`config.mk`:
```
export PLATFORM = sky130hd
export DESIGN_NAME = epoch_seconds_to_calendar_unit_flat
export DESIGN_NICKNAME = d
export VERILOG_FILES = /design/src/sv/es2c_pkg.sv /design/src/sv/es2c_in_if.sv /design/src/sv/es2c_out_if.sv /design/src/sv/epoch_seconds_to_calendar_unit.sv /design/src/flat_wrapper.sv
export SDC_FILE = /design/constraint.sdc
export NUM_CORES = 2
export LEC_CHECK = 0
export BUFFER_PORTS_ARGS = -buffer_cell sky130_fd_sc_hd__buf_2
export CAP_MARGIN = 20
export CORE_ASPECT_RATIO = 1.25
export CORE_MARGIN = 1
export CORE_UTILIZATION = 28
export DETAILED_ROUTE_END_ITERATION = 8
export GPL_ROUTABILITY_DRIVEN = 0
export GPL_TIMING_DRIVEN = 0
export PLACE_DENSITY_LB_ADDON = 0.05
export SETUP_SLACK_MARGIN = 0.2
export SLEW_MARGIN = 40
export SYNTH_ARGS = -nofsm -noshare
export SYNTH_HDL_FRONTEND = slang
export SYNTH_SLANG_ARGS = --single-unit
export TNS_END_PERCENT = 1
```
`constraint.sdc`:
```
create_clock -name clk -period 10.55 [get_ports clk]
set_clock_uncertainty 0.1 [all_clocks]
set_input_delay 0.5275 -clock clk [delete_from_list [all_inputs] [get_ports clk]]
set_output_delay 0.5275 -clock clk [all_outputs]
set_load 0.005 [all_outputs]
```
`src/sv/es2c_pkg.sv`:
```
// es2c_pkg: widths, calendar constants and reciprocal multipliers
// for the epoch seconds to calendar pipeline; no dependencies
`default_nettype none

package es2c_pkg;

  localparam int unsigned SEC_W   = 32;
  localparam int unsigned SECF_W  = 6;
  localparam int unsigned MINF_W  = 6;
  localparam int unsigned HOURF_W = 5;
  localparam int unsigned DAYF_W  = 5;
  localparam int unsigned MONF_W  = 4;
  localparam int unsigned YEARF_W = 12;

  localparam int unsigned SEC_PER_DAY = 86400;
  localparam int unsigned DAY_PRESH   = 7;
  localparam int unsigned DAY_DIV     = SEC_PER_DAY >> DAY_PRESH;
  localparam int unsigned SEC_PER_MIN = 60;
  localparam int unsigned MIN_PER_HR  = 60;
  localparam int unsigned JDN_EPOCH   = 2440588;
  localparam int unsigned JDN_OFS     = 32044;
  localparam int unsigned A_BASE      = JDN_EPOCH + JDN_OFS;
  localparam int unsigned B_DIV       = 146097;
  localparam int unsigned D_DIV       = 1461;
  localparam int unsigned M_DIV       = 153;
  localparam int unsigned T_DIV       = 5;
  localparam int unsigned YEAR_MUL    = 100;
  localparam int unsigned YEAR_BIAS   = 4800;
  localparam int unsigned MONTH_WRAP  = 10;
  localparam int unsigned MONTH_LATE  = 9;
  localparam int unsigned MONTH_EARLY = 3;

  // shift amounts: operand bits plus ceil(log2(divisor))
  localparam int unsigned DAY_SH  = 35;
  localparam int unsigned B_SH    = 42;
  localparam int unsigned MIN_SH  = 23;
  localparam int unsigned HOUR_SH = 17;
  localparam int unsigned D_SH    = 31;
  localparam int unsigned M_SH    = 19;
  localparam int unsigned T_SH    = 14;

  // rounded-up reciprocals, exact quotient over the operand range
  localparam logic [25:0] DAY_MUL =
    26'(((64'd1 << DAY_SH) + 64'(DAY_DIV) - 64'd1) / 64'(DAY_DIV));
  localparam logic [24:0] B_MUL =
    25'(((64'd1 << B_SH) + 64'(B_DIV) - 64'd1) / 64'(B_DIV));
  localparam logic [17:0] MIN_MUL =
    18'(((64'd1 << MIN_SH) + 64'(SEC_PER_MIN) - 64'd1) / 64'(SEC_PER_MIN));
  localparam logic [11:0] HOUR_MUL =
    12'(((64'd1 << HOUR_SH) + 64'(MIN_PER_HR) - 64'd1) / 64'(MIN_PER_HR));
  localparam logic [20:0] D_MUL =
    21'(((64'd1 << D_SH) + 64'(D_DIV) - 64'd1) / 64'(D_DIV));
  localparam logic [11:0] M_MUL =
    12'(((64'd1 << M_SH) + 64'(M_DIV) - 64'd1) / 64'(M_DIV));
  localparam logic [11:0] T_MUL =
    12'(((64'd1 << T_SH) + 64'(T_DIV) - 64'd1) / 64'(T_DIV));

endpackage

`default_nettype wire

```
`src/sv/es2c_in_if.sv`:
```
// es2c_in_if: valid/ready channel carrying one seconds count
// depends on es2c_pkg
`default_nettype none

interface es2c_in_if;
  import es2c_pkg::*;

  logic             valid;
  logic             ready;
  logic [SEC_W-1:0] seconds_count;

  modport source (output valid, output seconds_count, input ready);
  modport sink (input valid, input seconds_count, output ready);
endinterface

`default_nettype wire

```
`src/sv/es2c_out_if.sv`:
```
// es2c_out_if: valid/ready channel carrying the calendar date and time of day
// depends on es2c_pkg
`default_nettype none

interface es2c_out_if;
  import es2c_pkg::*;

  logic               valid;
  logic               ready;
  logic [SECF_W-1:0]  second_of_minute;
  logic [MINF_W-1:0]  minute_of_hour;
  logic [HOURF_W-1:0] hour_of_day;
  logic [DAYF_W-1:0]  day_of_month;
  logic [MONF_W-1:0]  month_of_year;
  logic [YEARF_W-1:0] calendar_year;

  modport source (output valid, output second_of_minute, output minute_of_hour,
                  output hour_of_day, output day_of_month, output month_of_year,
                  output calendar_year, input ready);
  modport sink (input valid, input second_of_minute, input minute_of_hour,
                input hour_of_day, input day_of_month, input month_of_year,
                input calendar_year, output ready);
endinterface

`default_nettype wire

```
`src/sv/epoch_seconds_to_calendar_unit.sv`:
```
// epoch_seconds_to_calendar_unit: epoch seconds count to Gregorian date and time of day
// depends on es2c_pkg, es2c_in_if, es2c_out_if
//
// usage:
//   stamp    valid/ready sink, one 32-bit seconds count since 1970-01-01 00:00:00
//   calendar valid/ready source, second, minute, hour, day, month and year
//   one transfer on stamp yields exactly one transfer on calendar, in order
//   nine register stages; one count is taken every cycle while calendar is
//   not stalled
//   every constant division is a reciprocal multiply spread over the stages;
//   the widest product is 25 by 26 bits, in the first stage
//   when calendar stalls with a result waiting, the whole pipeline holds and
//   stamp.ready drops; bubbles travel with their valid bits, nothing is lost
//   or repeated
//   rst (synchronous, active high) empties the pipeline; no other state exists
`default_nettype none

module epoch_seconds_to_calendar_unit (
  input  wire logic    clk,
  input  wire logic    rst,
  es2c_in_if.sink      stamp,
  es2c_out_if.source   calendar
);
  import es2c_pkg::*;

  logic adv;
  logic v1, v2, v3, v4, v5, v6, v7, v8, v9;

  // stage 1
  logic [50:0] p_day;
  logic [31:0] cnt1;
  logic [15:0] dq1;
  // stage 2
  logic [31:0] dsec;
  logic [16:0] tod2;
  logic [21:0] a2;
  // stage 3
  logic [48:0] p_b;
  logic [34:0] p_min;
  logic [16:0] tod3;
  logic [21:0] a3;
  logic [6:0]  b3;
  logic [10:0] mins3;
  // stage 4
  logic [23:0] bp;
  logic [22:0] p_hr;
  logic [16:0] min_sec;
  logic [17:0] c4;
  logic [6:0]  b4;
  logic [10:0] mins4;
  logic [5:0]  sec4;
  logic [4:0]  hour4;
  // stage 5
  logic [40:0] p_d;
  logic [10:0] hr_min;
  logic [17:0] c5;
  logic [9:0]  d5;
  logic [6:0]  b5;
  logic [5:0]  sec5, minute5;
  logic [4:0]  hour5;
  // stage 6
  logic [20:0] dp;
  logic [18:0] e_full;
  logic [8:0]  e6;
  logic [9:0]  d6;
  logic [6:0]  b6;
  logic [5:0]  sec6, minute6;
  logic [4:0]  hour6;
  // stage 7
  logic [10:0] xm;
  logic [22:0] p_m;
  logic [8:0]  e7;
  logic [9:0]  d7;
  logic [6:0]  b7;
  logic [3:0]  m7;
  logic [5:0]  sec7, minute7;
  logic [4:0]  hour7;
  // stage 8
  logic        late;
  logic [15:0] ycalc;
  logic [10:0] t8;
  logic [8:0]  e8;
  logic [3:0]  month8;
  logic [11:0] year8;
  logic [5:0]  sec8, minute8;
  logic [4:0]  hour8;
  // stage 9
  logic [22:0] p_t;
  logic [8:0]  day_full;
  logic [4:0]  day9;
  logic [3:0]  month9;
  logic [11:0] year9;
  logic [5:0]  sec9, minute9;
  logic [4:0]  hour9;

  assign adv         = !v9 || calendar.ready;
  assign stamp.ready = adv;

  always_ff @(posedge clk) begin
    if (rst) begin
      {v1, v2, v3, v4, v5, v6, v7, v8, v9} <= '0;
    end else if (adv) begin
      v1 <= stamp.valid;
      v2 <= v1;
      v3 <= v2;
      v4 <= v3;
      v5 <= v4;
      v6 <= v5;
      v7 <= v6;
      v8 <= v7;
      v9 <= v8;
    end
  end

  always_comb begin
    p_day   = 51'(stamp.seconds_count[SEC_W-1:DAY_PRESH]) * 51'(DAY_MUL);
    dsec    = 32'(dq1) * 32'(SEC_PER_DAY);
    p_b     = 49'({a2, 2'b11}) * 49'(B_MUL);
    p_min   = 35'(tod2) * 35'(MIN_MUL);
    bp      = 24'(b3) * 24'(B_DIV);
    min_sec = 17'(mins3) * 17'(SEC_PER_MIN);
    p_hr    = 23'(mins3) * 23'(HOUR_MUL);
    p_d     = 41'({c4, 2'b11}) * 41'(D_MUL);
    hr_min  = 11'(hour4) * 11'(MIN_PER_HR);
    dp      = 21'(d5) * 21'(D_DIV);
    e_full  = 19'(c5) - 19'(dp[20:2]);
    xm      = 11'(e6) * 11'(T_DIV) + 11'd2;
    p_m     = 23'(xm) * 23'(M_MUL);
    late    = (m7 >= 4'(MONTH_WRAP));
    ycalc   = 16'(b7) * 16'(YEAR_MUL) + 16'(d7) + 16'(late) - 16'(YEAR_BIAS);
    p_t     = 23'(t8) * 23'(T_MUL);
    day_full = e8 - 9'(p_t[22:T_SH]) + 9'd1;
  end

  always_ff @(posedge clk) begin
    if (adv) begin
      // day count and carry of the raw count
      cnt1    <= stamp.seconds_count;
      dq1     <= p_day[DAY_SH+15:DAY_SH];
      // time of day, start of the julian chain
      tod2    <= 17'(cnt1 - dsec);
      a2      <= 22'(dq1) + 22'(A_BASE);
      // centuries, minutes of the day
      tod3    <= tod2;
      a3      <= a2;
      b3      <= p_b[B_SH+6:B_SH];
      mins3   <= p_min[MIN_SH+10:MIN_SH];
      // day within the century, seconds, hours
      c4      <= 18'(a3 - 22'(bp[23:2]));
      b4      <= b3;
      mins4   <= mins3;
      sec4    <= 6'(tod3 - min_sec);
      hour4   <= p_hr[HOUR_SH+4:HOUR_SH];
      // years within the century, minutes
      c5      <= c4;
      d5      <= p_d[D_SH+9:D_SH];
      b5      <= b4;
      sec5    <= sec4;
      minute5 <= 6'(mins4 - hr_min);
      hour5   <= hour4;
      // day of the year, counted from march
      e6      <= e_full[8:0];
      d6      <= d5;
      b6      <= b5;
      sec6    <= sec5;
      minute6 <= minute5;
      hour6   <= hour5;
      // month index counted from march
      e7      <= e6;
      d7      <= d6;
      b7      <= b6;
      m7      <= p_m[M_SH+3:M_SH];
      sec7    <= sec6;
      minute7 <= minute6;
      hour7   <= hour6;
      // month and year
      e8      <= e7;
      t8      <= 11'(m7) * 11'(M_DIV) + 11'd2;
      month8  <= late ? (m7 - 4'(MONTH_LATE)) : (m7 + 4'(MONTH_EARLY));
      year8   <= ycalc[11:0];
      sec8    <= sec7;
      minute8 <= minute7;
      hour8   <= hour7;
      // day of the month, output register
      day9    <= day_full[4:0];
      month9  <= month8;
      year9   <= year8;
      sec9    <= sec8;
      minute9 <= minute8;
      hour9   <= hour8;
    end
  end

  assign calendar.valid            = v9;
  assign calendar.second_of_minute = sec9;
  assign calendar.minute_of_hour   = minute9;
  assign calendar.hour_of_day      = hour9;
  assign calendar.day_of_month     = day9;
  assign calendar.month_of_year    = month9;
  assign calendar.calendar_year    = year9;

endmodule

`default_nettype wire
```
`src/flat_wrapper.sv`:
```
// flat-port wrapper written by rule: the top's interface ports become plain ports
module epoch_seconds_to_calendar_unit_flat import es2c_pkg::*;
  (clk, rst, stamp_valid, stamp_seconds_count, stamp_ready, calendar_valid, calendar_second_of_minute, calendar_minute_of_hour, calendar_hour_of_day, calendar_day_of_month, calendar_month_of_year, calendar_calendar_year, calendar_ready);
  es2c_in_if stamp_i ();
  es2c_out_if calendar_i ();
  input  wire logic clk;
  input  wire logic rst;
  input wire logic [$bits(stamp_i.valid)-1:0] stamp_valid;
  input wire logic [$bits(stamp_i.seconds_count)-1:0] stamp_seconds_count;
  output wire logic [$bits(stamp_i.ready)-1:0] stamp_ready;
  output wire logic [$bits(calendar_i.valid)-1:0] calendar_valid;
  output wire logic [$bits(calendar_i.second_of_minute)-1:0] calendar_second_of_minute;
  output wire logic [$bits(calendar_i.minute_of_hour)-1:0] calendar_minute_of_hour;
  output wire logic [$bits(calendar_i.hour_of_day)-1:0] calendar_hour_of_day;
  output wire logic [$bits(calendar_i.day_of_month)-1:0] calendar_day_of_month;
  output wire logic [$bits(calendar_i.month_of_year)-1:0] calendar_month_of_year;
  output wire logic [$bits(calendar_i.calendar_year)-1:0] calendar_calendar_year;
  input wire logic [$bits(calendar_i.ready)-1:0] calendar_ready;
  assign stamp_i.valid = stamp_valid;
  assign stamp_i.seconds_count = stamp_seconds_count;
  assign stamp_ready = stamp_i.ready;
  assign calendar_valid = calendar_i.valid;
  assign calendar_second_of_minute = calendar_i.second_of_minute;
  assign calendar_minute_of_hour = calendar_i.minute_of_hour;
  assign calendar_hour_of_day = calendar_i.hour_of_day;
  assign calendar_day_of_month = calendar_i.day_of_month;
  assign calendar_month_of_year = calendar_i.month_of_year;
  assign calendar_calendar_year = calendar_i.calendar_year;
  assign calendar_i.ready = calendar_ready;
  epoch_seconds_to_calendar_unit u_core (.clk(clk), .rst(rst), .stamp(stamp_i), .calendar(calendar_i));
endmodule
```
; Yosys cells after proc, flatten, opt, wreduce, memory -nomap -nowiden
; Index checks and enable logic that the tools add are counted.
[classes]
n_lt_le_gt_ge = 1
reduce_logical = 2
multipliers = 15
addsub = 15
mux = 1
[op_table]
columns = operator, n
row1 = $mul A25 B26 Y51 const B, 1
row2 = $mul A24 B24 Y48 const B, 1
row3 = $mul A20 B21 Y41 const B, 1
row4 = $mul A17 B18 Y34 const B, 1
row5 = $mul A11 B12 Y23 const B, 1
row6 = $add A11 B2 Y11 const B, 2
row7 = $add A16 B22 Y22 const B, 1
row8 = $mul A11 B12 Y22 const B, 1
row9 = $mul A7 B18 Y20 const B, 1
row10 = $mul A11 B12 Y19 const B, 1
row11 = $sub A18 B18 Y18, 1
row12 = $sub A17 B17 Y17, 1
row13 = $mul A16 B10 Y10 const B, 1
row14 = $add A12 B1 Y12, 1
row15 = $add A12 B10 Y12, 1
row16 = $sub A12 B10 Y12 const B, 1
row17 = $sub A6 B6 Y6, 2
row18 = $mul A10 B11 Y11 const B, 1
row19 = $mul A11 B4 Y4 const B, 1
row20 = $mul A4 B8 Y11 const B, 1
row21 = $mul A9 B3 Y11 const B, 1
row22 = $mul A7 B5 Y10 const B, 1
row23 = $sub A9 B9 Y9, 1
row24 = $add A5 B1 Y5 const B, 1
row25 = other kinds (8), 8
[totals]
input_bits = 36
regBits = 381
out_inout_bits = 40
word_cells = 88

; Logic depth before layout (Yosys ltp)
[logic_depth]
depth_word = 4
mapped_depth = 29
ltp_nobuf = 29

; Worst setup path after synthesis
; OpenSTA, ideal clock, no wires.
[synth_path]
path_type = input port to flip-flop
from = in calendar_ready
to = reg u_core.a2[0] (enable)
required_time_ns = 7.406
path_stages = 3
setup_ns = 3.044
t_arrival_ns = 7.748
path_buffers = 1
setup_slack_ns = -0.342
path_cell_list = nor2b_1 > clkbuf_1 > clkinv_1
[synth_between]
elab_chain_cells = 1
[synth_lines]
columns = element, line_no
row1 = start: declaration, flat_wrapper.sv:18  ; input wire logic [$bits(calendar_i.ready)-1:0] calendar_ready;
row2 = $logic_or A1 B1 Y1, epoch_seconds_to_calendar_unit.sv:96  ; assign adv = !v9 || calendar.ready;
row3 = via stamp_ready, flat_wrapper.sv:10  ; output wire logic [$bits(stamp_i.ready)-1:0] stamp_ready;
row4 = end signal: assignment, epoch_seconds_to_calendar_unit.sv:142  ; a2 <= 22'(dq1) + 22'(A_BASE);
row5 = end: declaration, epoch_seconds_to_calendar_unit.sv:36  ; logic [21:0] a2;
; The timed path passes the listed nets, and every way through them passes these cells.
; A chain may end at the register's enable or synchronous reset.

; Worst setup path after layout
[layout_path]
from = reg u_core.a2[0]
to = reg u_core.b3[5] (data pin)
[layout_between]
elab_chain_cells = 1
[layout_lines]
columns = element, line_no
row1 = $mul A24 B24 Y48, epoch_seconds_to_calendar_unit.sv:118  ; p_b = 49'({a2, 2'b11}) * 49'(B_MUL);
row2 = via u_core.p_b[47], epoch_seconds_to_calendar_unit.sv:38  ; logic [48:0] p_b;
row3 = end signal: assignment, epoch_seconds_to_calendar_unit.sv:146  ; b3 <= p_b[B_SH+6:B_SH];
row4 = end: declaration, epoch_seconds_to_calendar_unit.sv:42  ; logic [6:0] b3;
; The timed path passes the listed nets, and every way through them passes these cells.

==> impl_results.md <==
- Status: complete, no violations
- Worst-Margin Slew: roughly 0.8 ns
- Synth-to-layout area growth: 10.70%
- Post-CTS Setup Bufs: 0
- F_max: ~120 MHz
- Sequential fraction of the synthesis area: 22.83%
- Flip-flop and latch area: roughly 11000 sq um
- Die width: around 380 microns
- Multiplexer share of the synthesized area: less than 1%
- CP endpoint kind: register
- Largest family of logic cells by synthesized area: adder cells
- Post-synthesis adder-cell area fraction: roughly 56%
- DR vias: between 20000 and 30000
- Critical Path AT: between 8 and 9 ns
- DR DRC count: 0
- Global-route wire length before repair: about 180000 microns
- Async SR Flop Fraction: 0%
- CP Max Fanout: 11
- Worst-case clock buffer depth: 3
- Routed vias/inst: around 4.2
- Largest net degree at the start of global routing: 96
- Initial antenna violation count: 1
- Pins Over Slew Limit: 0
- Yosys top cell area share: a little under a third
- Total grt overflow: 0
- Total negative slack: 0 ns
- GRT Total Usage: 13.47%
- Vias in the first global route: ~32000
- GRT Max-Usage Layer: met2
- Area leader, netlist: ha_1
- CTS Sinks: about 380
- Clk root buf: clkbuf_16
- Core ar.: about 170000 sq um
- Hold Vio Cnt, Final: 0
- Ys flop type: edfxtp_1
- Footprint of the multi-input gates: ~33000 sq um
- Buffers added on ports: between 70 and 80
- Xor/xnor share of the synthesized area: around 3.7%
- 1st-iter DRT viols: around 750
- Die Y: around 470 microns
- Wirelength, routed: around 110000 microns
- Htree depth: 2
- Total CTS buffers: between 40 and 50
- Die footprint: about 180000 sq um
- Worst hold-check path type: input pin to register
- Rows: 171
- DPL Wire Length: around 99000 microns
- Initial Util: approximately 28%
- Unrepaired setup endpoints after global routing: false
- Fill count: about 18000
- Simple-gate share of the synthesized area: under 10%
- Area of the mapped netlist: 49200 sq um
- Distinct cells, synth: 60
- GR Util met1: between 15 and 20%
- Period Utilization, post-route: about three quarters
- Fin nets: approximately 6300
- Final antenna-violating net count: 0
- Post-synth EDFFs: roughly 370
- Layout cells sized above 1: 3.939%
- Yosys warning count: 0
- Startpoint class of the critical path: register
- CTS tree: yes
- Worst skew pair latency: 0.64 ns
- Post-DR wirelength/cell: ~17 microns
- Max Cap Viol: 0
- Setup Viol. Count Final: 0
- Cells after synthesis: ~4300
- Crit Path Category: register to register
- Pre-antenna DRT Iters: 7
- IO Pins: 76
- Cts repair resizes: 0
- Worst slew margin: between 40% and 50%
- Compound-cell area share of the yosys netlist: 5.335%
- Top post-synthesis cells by area: ha_1 (30%), fa_1 (26%), edfxtp_1 (22%)
- Clock transition at path regs: roughly 0.060 ns
- Worst EP required: approximately 11 ns
- Period minus WS final: 8.101 ns
- Syn_nets: 6190
- Grt met2 use: a little over a quarter
- Number of synthesized register bits: 377
- GR met3 Demand/Resource: under 10%
- Mean Syn Cell Area: 11.33 sq um
Yosys cell counts (32+ instances only):
| library cell | n |
|---|---|
| a21oi_1 | 136 |
| nor2_1 | 82 |
| nand3_1 | 32 |
| fa_1 | 631 |
| edfxtp_1 | 368 |
| ha_1 | 1180 |
| nand2_1 | 78 |
| xor2_1 | 60 |
| xnor2_1 | 149 |
| inv_1 | 1205 |
| a21o_1 | 62 |
| o21ai_0 | 73 |
sequential cells by signal, summed over array words and instances (netlist names), 9 cells and up:
name	count
u_core.a2	18
u_core.a3	18
u_core.c4	18
u_core.c5	9
u_core.calendar.calendar_year	12
u_core.cnt1	17
u_core.d5	10
u_core.d6	10
u_core.d7	10
u_core.dq1	16
u_core.e6	9
u_core.mins3	11
u_core.t8	11
u_core.tod2	17
u_core.year8	12
stage by stage:
stage | utilization [%] | setup slack (ns) | hold WS, ns | instance area [sq um] | instances
after global routing | 31.27 | 2.110 | 0.1458 | 54470 | 6855
final | 31.27 | 2.449 | 0.1450 | 54470 | 6855
after CTS | 31.27 | 2.197 | 0.08106 | 54460 | 6854
after floorplan | - | 4.014 | 0.3003 | 49200 | 4343
after detailed placement | 30.22 | 2.308 | 0.3045 | 52630 | 6756
after global placement | 30.14 | 1.210 | 0.3014 | 52490 | 6752
cell families (layout without fill, tap and decap cells):
family / Yosys count / after routing
DFF: 377 / 377
and+or+nand+nor: 323 / 323
xor gates and xnor gates: 209 / 209
muxes: 1 / 1
buffers and inverters: 1209 / 1385
AOI/OAI and AO/OA: 413 / 413
adders and majority gates: 1811 / 1811
other: 0 / 1
worst max-delay path, cell delays in order, from the launching register on:
cell and delay, ns:
edfxtp_1 0.73, inv_1 0.41, fa_1 0.62, inv_1 0.05, fa_1 0.49, inv_1 0.05, fa_1 0.52, fa_1 0.48
fa_1 0.54, inv_1 0.06, fa_1 0.54, inv_1 0.06, fa_1 0.53, inv_1 0.05, ha_1 0.31, nand4_1 0.11
a211oi_1 0.24, nand4_1 0.41, nor3_2 0.56, a21oi_1 0.20, a211oi_1 0.33, o21a_1 0.20, o21a_1 0.14, nor2_1 0.05
cell usage in the layout (no fill, tap or decap), types with 5 or more instances in the layout:
cell type / Yosys / layout
or2_2: 11 / 11
dlygate4sd3_1: 0 / 8
ha_1: 1180 / 1180
dfxtp_1: 9 / 9
nor4_1: 5 / 5
or3_1: 6 / 6
a21o_1: 62 / 62
o21bai_1: 24 / 24
fa_1: 631 / 631
xor2_1: 60 / 60
clkinv_2: 0 / 8
o211ai_1: 12 / 12
clkbuf_16: 0 / 49
a211oi_1: 18 / 17
a21boi_0: 5 / 5
o21a_1: 19 / 19
edfxtp_1: 368 / 368
clkinv_1: 1 / 10
and3_1: 9 / 9
nand4_1: 27 / 27
a21oi_1: 136 / 136
nor3_1: 28 / 27
nor2b_1: 15 / 15
bufinv_16: 0 / 10
xnor2_1: 149 / 149
a31oi_1: 14 / 14
o31ai_1: 5 / 5
o21ai_0: 73 / 73
inv_1: 1205 / 1205
nor2_1: 82 / 82
buf_2: 0 / 74
nand2b_1: 15 / 15
nand3_1: 32 / 32
nand2_1: 78 / 78
per-layer routing:
layer | part of all wire [%] | vias up
li1 | - | 14420
met1 | 41 | 13920
met2 | 55 | 159
met3 | 1.6 | 88
met4 | 1.9 | 0
met5 | 0 | -
timing repair:
item | CTS | global route
endpoints found under the setup margin | 0 | 0
endpoints found under the hold margin | 8 | 0
hold buffers | 8 | 0
area by class of cell:
cell class                      instances  area share, %
Multi-Input combinational cell       2757          61.40
Sequential cell                       377          20.62
Inverter                             1206          8.334
Tap cell                             2335          5.364
Clock buffer                           51          2.265
Timing Repair Buffer                   86          1.029
Clock inverter                         39         0.9648
Buffer                                  3        0.02067
Antenna cell                            1       0.004594
final timing paths:
kind                                startpoint               endpoint  slack, ns  depth (start not counted)
worst max-delay path              u_core.a2[0]           u_core.b3[5]       2.45                         23
worst min-delay path                       rst  u_core.calendar.valid       0.15                          2
worst max register to register    u_core.a2[0]           u_core.b3[5]       2.45                         23
worst min register to register  u_core.sec6[3]         u_core.sec7[3]       0.30                          0
Power is left out: the tool's default activity adds up to more than one toggle a clock period on the data nets, which glitch-free logic cannot reach.
